`src/hw/rtl/phs_ram.sv`:
```
// Generic single-port-write, single-port-read RAM with registered read data.
// No dependencies.
module phs_ram #(
    parameter int WIDTH = 8,
    parameter int DEPTH = 256
) (
    input  logic                     i_clk,
    input  logic                     i_wr_en,
    input  logic [$clog2(DEPTH)-1:0] i_wr_addr,
    input  logic [WIDTH-1:0]         i_wr_data,
    input  logic [$clog2(DEPTH)-1:0] i_rd_addr,
    output logic [WIDTH-1:0]         o_rd_data
);
    logic [WIDTH-1:0] r_mem [DEPTH];

    always_ff @(posedge i_clk) begin
        if (i_wr_en) begin
            r_mem[i_wr_addr] <= i_wr_data;
        end
        o_rd_data <= r_mem[i_rd_addr];
    end
endmodule

```
`config.mk`:
```
export PLATFORM = sky130hd
export DESIGN_NAME = phs_ram
export DESIGN_NICKNAME = d
export VERILOG_FILES = /design/src/hw/rtl/phs_ram.sv
export SDC_FILE = /design/constraint.sdc
export NUM_CORES = 2
export LEC_CHECK = 0
export BUFFER_PORTS_ARGS = -buffer_cell sky130_fd_sc_hd__buf_2
export CELL_PAD_IN_SITES_DETAIL_PLACEMENT = 2
export CELL_PAD_IN_SITES_GLOBAL_PLACEMENT = 2
export CORE_ASPECT_RATIO = 1.1
export CORE_MARGIN = 5
export CORE_UTILIZATION = 51
export DETAILED_ROUTE_END_ITERATION = 6
export PLACE_DENSITY = 0.87
export SLEW_MARGIN = 20
export SYNTH_ARGS = -nofsm -noshare
export SYNTH_HDL_FRONTEND = slang
export SYNTH_SLANG_ARGS = --single-unit
```
`constraint.sdc`:
```
create_clock -name i_clk -period 3 [get_ports i_clk]
set_input_delay 0.45 -clock i_clk [delete_from_list [all_inputs] [get_ports i_clk]]
set_output_delay 0.45 -clock i_clk [all_outputs]
set_load 0.03 [all_outputs]
```
==> results.md, run 1 <==
Outcome:
- The run stopped with a tool error.
- The run ended at detailed placement (3_5_place_dp).
- The first error in the log reads "[ERROR DPL-0033] detailed placement checks failed during check placement".

Placed design:
- Port buffering added 33 buffers.
- At the end of routability-driven placement, the weighted congestion stood at 0.889.
- The post-DP HPWL is 212000 um.

Yosys:
- The average footprint of a synthesized cell is 21.3 sq um.
- By instance count, the leading cell after synthesis is edfxtp_1.
- The top cell type's share of synthesized area is 77.3%.
- Sorting the synthesized cells by how often they occur yields edfxtp_1, mux4_2, nor2_1.
- Yosys attributes the largest share of cell area to edfxtp_1, mux4_2, mux2i_1.
- The warning count from the yosys run is 0.
- Counting flops and latches in the post-synthesis netlist gives 2056.
- The combined area of all synthesized cells is 0.0796 sq mm.
- The distinct cell type count after synthesis is 55.
- The post-synthesis async set-or-reset flop share is 0%.
- The post-synth net total is 3759.
- The number of standard cells after synthesis is 3733.
- For this run, the register share of the synthesized area comes to 77.5%.
- In the synthesized netlist the dominant register cell turns out to be edfxtp_1.
- The count of flip-flops with a built-in enable after synthesis is 2048.
- edfxtp_1 takes more of the synthesized area than any other cell.

Floorplan:
- From bottom edge to top edge, the die measures 424 um.
- The number of rows created at floorplan is 152.
- The starting density of the core is 51.1%.
- The number of placed I/O pins is 34.
- The die span in x is 387 um.
## cells by family after synthesis
family	after synthesis	share of synthesized area, %
muxes	591	14.6
and+or+nand+nor	466	2.63
AOI/OAI and AO/OA	385	3.42
DFF	2056	77.5
buffers and inverters	235	1.83
## through the flow
stage / instance area (sq um) / worst slack [ps]
global placement: 86400 / -681
floorplan: 79600 / 612
==> run 2: changes to the inputs <==
==> config.mk (replaced) <==
export PLATFORM = sky130hd
export DESIGN_NAME = phs_ram
export DESIGN_NICKNAME = d
export VERILOG_FILES = /design/src/hw/rtl/phs_ram.sv
export SDC_FILE = /design/constraint.sdc
export NUM_CORES = 2
export LEC_CHECK = 0
export BUFFER_PORTS_ARGS = -buffer_cell sky130_fd_sc_hd__buf_2
export CORE_MARGIN = 5
export CORE_UTILIZATION = 40
export DETAILED_ROUTE_END_ITERATION = 6
export PLACE_DENSITY_LB_ADDON = 0.15
export SLEW_MARGIN = 20
export SYNTH_ARGS = -nofsm -noshare
export SYNTH_HDL_FRONTEND = slang
export SYNTH_SLANG_ARGS = --single-unit
==> run 2 against run 1 <==
  * The flow now finishes without violations
  * Synthesized cell count did not move
  * Area after synthesis unchanged
==> results.md, run 2 <==
Outcome:
- The run finished with clean final reports.

Yosys:
- The post-synth net total is 3759.
- Yosys attributes the largest share of cell area to edfxtp_1, mux4_2, mux2i_1.
- Counting flops with an async set or reset pin after synthesis yields a share of 0%.
- The leading register cell type out of synthesis is edfxtp_1.
- The count of state elements after synthesis is 2056.
- The cell with the most instances after synthesis is edfxtp_1.
- The combined area of all synthesized cells is 0.0796 sq mm.
- After synthesis, the most frequently instantiated cells are edfxtp_1, mux4_2, nor2_1.
- The top cell type's share of synthesized area is 77.3%.
- The cell count after synthesis came out at 3733.
- The share of synthesized area occupied by flip-flops and latches is 77.5%.
- In this run, distinct cell masters in the synthesized netlist total 55.
- For this run, the number of Yosys warnings is 0.
- The largest area contributor in the synthesized netlist is edfxtp_1.
- The count of flip-flops with a built-in enable after synthesis is 2048.
- The average footprint of a synthesized cell is 21.3 sq um.

Clock tree:
- In this run, CTS created clock tree buffers numbering 212.
- In this run the post-CTS setup repair buffer count came out at 0.
- TritonCTS built the clock tree.
- The clock insertion delay at the later pin of the skew report is 840 ps.
- The H-tree depth is 4.
- The root buffer cell is clkbuf_16.
- The number of gates resized after CTS was 0.
- The maximum clock insertion buffer count is 3.
- The number of hold buffers added after CTS is 1.
- The clock net in this run drives a total of 2056 sinks.
- The CTS clock-pin slew for the worst setup and hold paths is 60 ps.

Setup path:
- By startpoint and endpoint, the worst setup path is classified as reg2reg.
- Traced cell by cell, the critical path runs through mux4_2 -> mux4_2 -> nor2b_1 -> nor4_1 -> buf_4 -> nor4_1.
- On the critical path, the stage with the largest delay is an instance of nor4_1.
- Data on the critical path is required at its endpoint by 3730 ps.
- The delay of the slowest cell on the worst path is 700 ps.
- The destination of the worst register-to-register timing path is o_rd_data[4].
- The start point of the critical path is r_mem[81][4].
- The gate family responsible for the most delay along the worst path is multiplexers.
- The element type at the critical path end is a flop.
- STA classifies the critical path startpoint as a flop.
- Along the worst path, the maximum fanout reaches 1.
- The number of cells on the worst reg-to-reg path is 6.
- Counting both buffers and inverters, the worst setup path holds a total of 1.
- The data arrival time of the worst path is 3490 ps.
- In this run the critical register-to-register path is launched from r_mem[81][4].
- For flop-to-flop paths, the worst setup slack is 240 ps.

Placed design:
- The post-DP HPWL is 138000 um.
- In this run the tool buffered the top-level ports with 33 buffer cells.
- The final RePlAce weighted congestion is 0.834.
- The cell area reported after detailed placement is 0.0872 sq mm.
- Timing analysis after detailed placement gives a worst setup slack of -605 ps.

STA:
- The final total negative setup slack is 0 ps.
- The final worst slack is 242 ps.
- The highest clock frequency the design can meet is 0.363 GHz.
- The clock skew after layout is 33.6 ps.
- The count of final setup violators is 0.
- The relative slew slack is 30.1%.
- The part of the cycle the worst path needs is 91.9%.
- The time the final worst path needs with I/O delays and setup is 2760 ps.
- The final max-slew violation count is 0.
- Setup repair after global routing left no endpoint under its margin.
- For the pin with the worst max-slew slack, the measured transition is 1040 ps.
- The hold violation count in the final report is 0.

Power:
- In this run, the combinational gates consume 5.4% of the power.
- The net switching fraction of the power is 21.5%.
- For this design the static power due to leakage is 30.1 nW.
- For this design the total switching power over the nets is 13.1 mW.
- Dividing total power by cell area gives a power density of 646 mW/mm^2.
- IR analysis of the VDD net gives a maximum drop of 0.000577 V.
- Cell internal power was estimated by the tool at 47.6 mW.
- The relative contribution of the clock network to total power is 42.3%.
- Per report_power, the sequential group accounts for 52.3% of the total.

Final layout:
- After the last flow step, the layout net total stands at 4383.
- From synthesis to final layout, the design area changed by 18.1%.
- The most frequent standard cell in the layout excluding fill and tap cells is edfxtp_1.
- Counting the fill cells in the layout gives 16300.
- The final core area utilization is 47.5%.
- The library cells used most frequently in the layout, excluding fill and tap cells, are edfxtp_1, buf_4, mux4_2.
- The fraction of final layout cells with drive strength greater than 1 is 31.5%.
- In the final layout, the registers with the most flip-flops are r_mem: 2048 flops, o_rd_data: 8 flops.
- The register with the most flip-flops in the layout has 2048 of them.
- Ranked by flip-flop count, first place goes to r_mem.
- With fillers left out, the area of the finished cells amounts to 0.0940 sq mm.

Global route:
- The global routing's busiest layer is met2.
- The first-pass GRT wire length is 307000 um.
- The total global routing overflow is 0.
- In the global route stage, met2 resource usage came out at 32.9%.
- The overall track demand over capacity in global routing is 20.4%.
- Entering global routing, the biggest net connects 92 pins.
- The initial antenna violation count came to 11.
- The global routing usage on met1 is 29.2%.
- The via count of the first global-routing pass is 40900.
- For met3 alone, demand over resource in global routing was 3.54%.

Worst hold path:
- The worst hold path terminates at r_mem[207][1].
- The count of cells along the worst hold path is 1.
- The start point of the worst hold path is i_wr_data[1].
- In this run the worst hold path is classified as in2reg.

Drt:
- The via density per instance is 5.56.
- Before antenna repair, the detailed router went through 6 iterations.
- The first routing iteration left 4108 violations.
- The average detailed-routed wire length per instance is 30.0 um.
- The number of design rule violations left after detail routing is 0.
- The count of nets left with antenna violations once routing finished came out at 0.
- Detailed routing inserted a total of 39900 vias.
- The total wirelength of the detailed-routed design is 215000 um.

Floorplan:
- The initial utilization of the core area, before any placement, comes to 40.3%.
- Measured along the y axis, the die boundary spans 456 um.
- 34 I/O pins were placed.
- The die covers 0.208 sq mm.
- The number of rows created at floorplan is 163.
- The die span in x is 456 um.
- The region available for standard cell placement spans 0.198 sq mm.

Job:
- The number of maximum-capacitance violations is 0.
run 2: layer usage:
metal / up-vias / part of all wire, %
li1: 17000 / -
met1: 21400 / 43
met2: 1260 / 48
met3: 300 / 5.9
met4: 6 / 2.4
met5: - / 0.022
run 2: worst register-to-register path, stage by stage (launching register included):
cell      delay [ps]
edfxtp_1         380
mux4_2           510
mux4_2           550
nor2b_1          190
nor4_1           700
buf_4            270
nor4_1            60
run 2: power by group through the flow:
| stage | registers [mW] | clock network (mW) | logic, mW |
|---|---|---|---|
| finish | 31.7 | 25.7 | 3.29 |
| global route | 31.7 | 27.4 | 3.48 |
| global placement | 32.4 | 0 | 3.32 |
| floorplan | 32.3 | 0 | 1.54 |
| detailed placement | 32.4 | 0 | 3.35 |
| CTS | 31.7 | 26.2 | 3.36 |
run 2: cell families (layout without fill, tap and decap cells):
| logic type | after synthesis | after routing | synth area share, % |
|---|---|---|---|
| DFF | 2056 | 2056 | 77.5 |
| muxes | 591 | 591 | 14.6 |
| and+or+nand+nor | 466 | 466 | 2.63 |
| AOI/OAI and AO/OA | 385 | 385 | 3.42 |
| buffers and inverters | 235 | 1030 | 1.83 |
| other | 0 | 8 | 0 |
run 2: final cells by class:
class                      instances  area, sq um  share of cell area [%]
sequential                      2056        61700                    65.6
antenna                            8         20.0                  0.0213
tap                             2640         3300                    3.52
clock inverter                   125         1100                    1.17
multi-input combinational       1442        16500                    17.6
inverter                           2         7.51                 0.00799
clock buffer                     260         5610                    5.97
timing repair buffer             643         5720                    6.08
run 2: worst max-delay path by stage:
| stage | to | slack [ps] | cells past startpoint |
|---|---|---|---|
| floorplan | o_rd_data[2] | 610 | 9 |
| global placement | o_rd_data[5] | -970 | 8 |
| detailed placement | o_rd_data[7] | -600 | 10 |
| CTS | o_rd_data[4] | 160 | 6 |
| global route | o_rd_data[4] | 110 | 6 |
| finish | o_rd_data[4] | 240 | 6 |
run 2: stage by stage:
stage               power [mW]  hold WS (ps)  std cells
finish                    60.7          52.7       7176
global route              62.6          38.0       7170
CTS                       61.3          15.8       7168
detailed placement        35.7           890       6782
global placement          35.7           888       6782
floorplan                 33.9           549       3733
(Power assumes the default switching activity.)
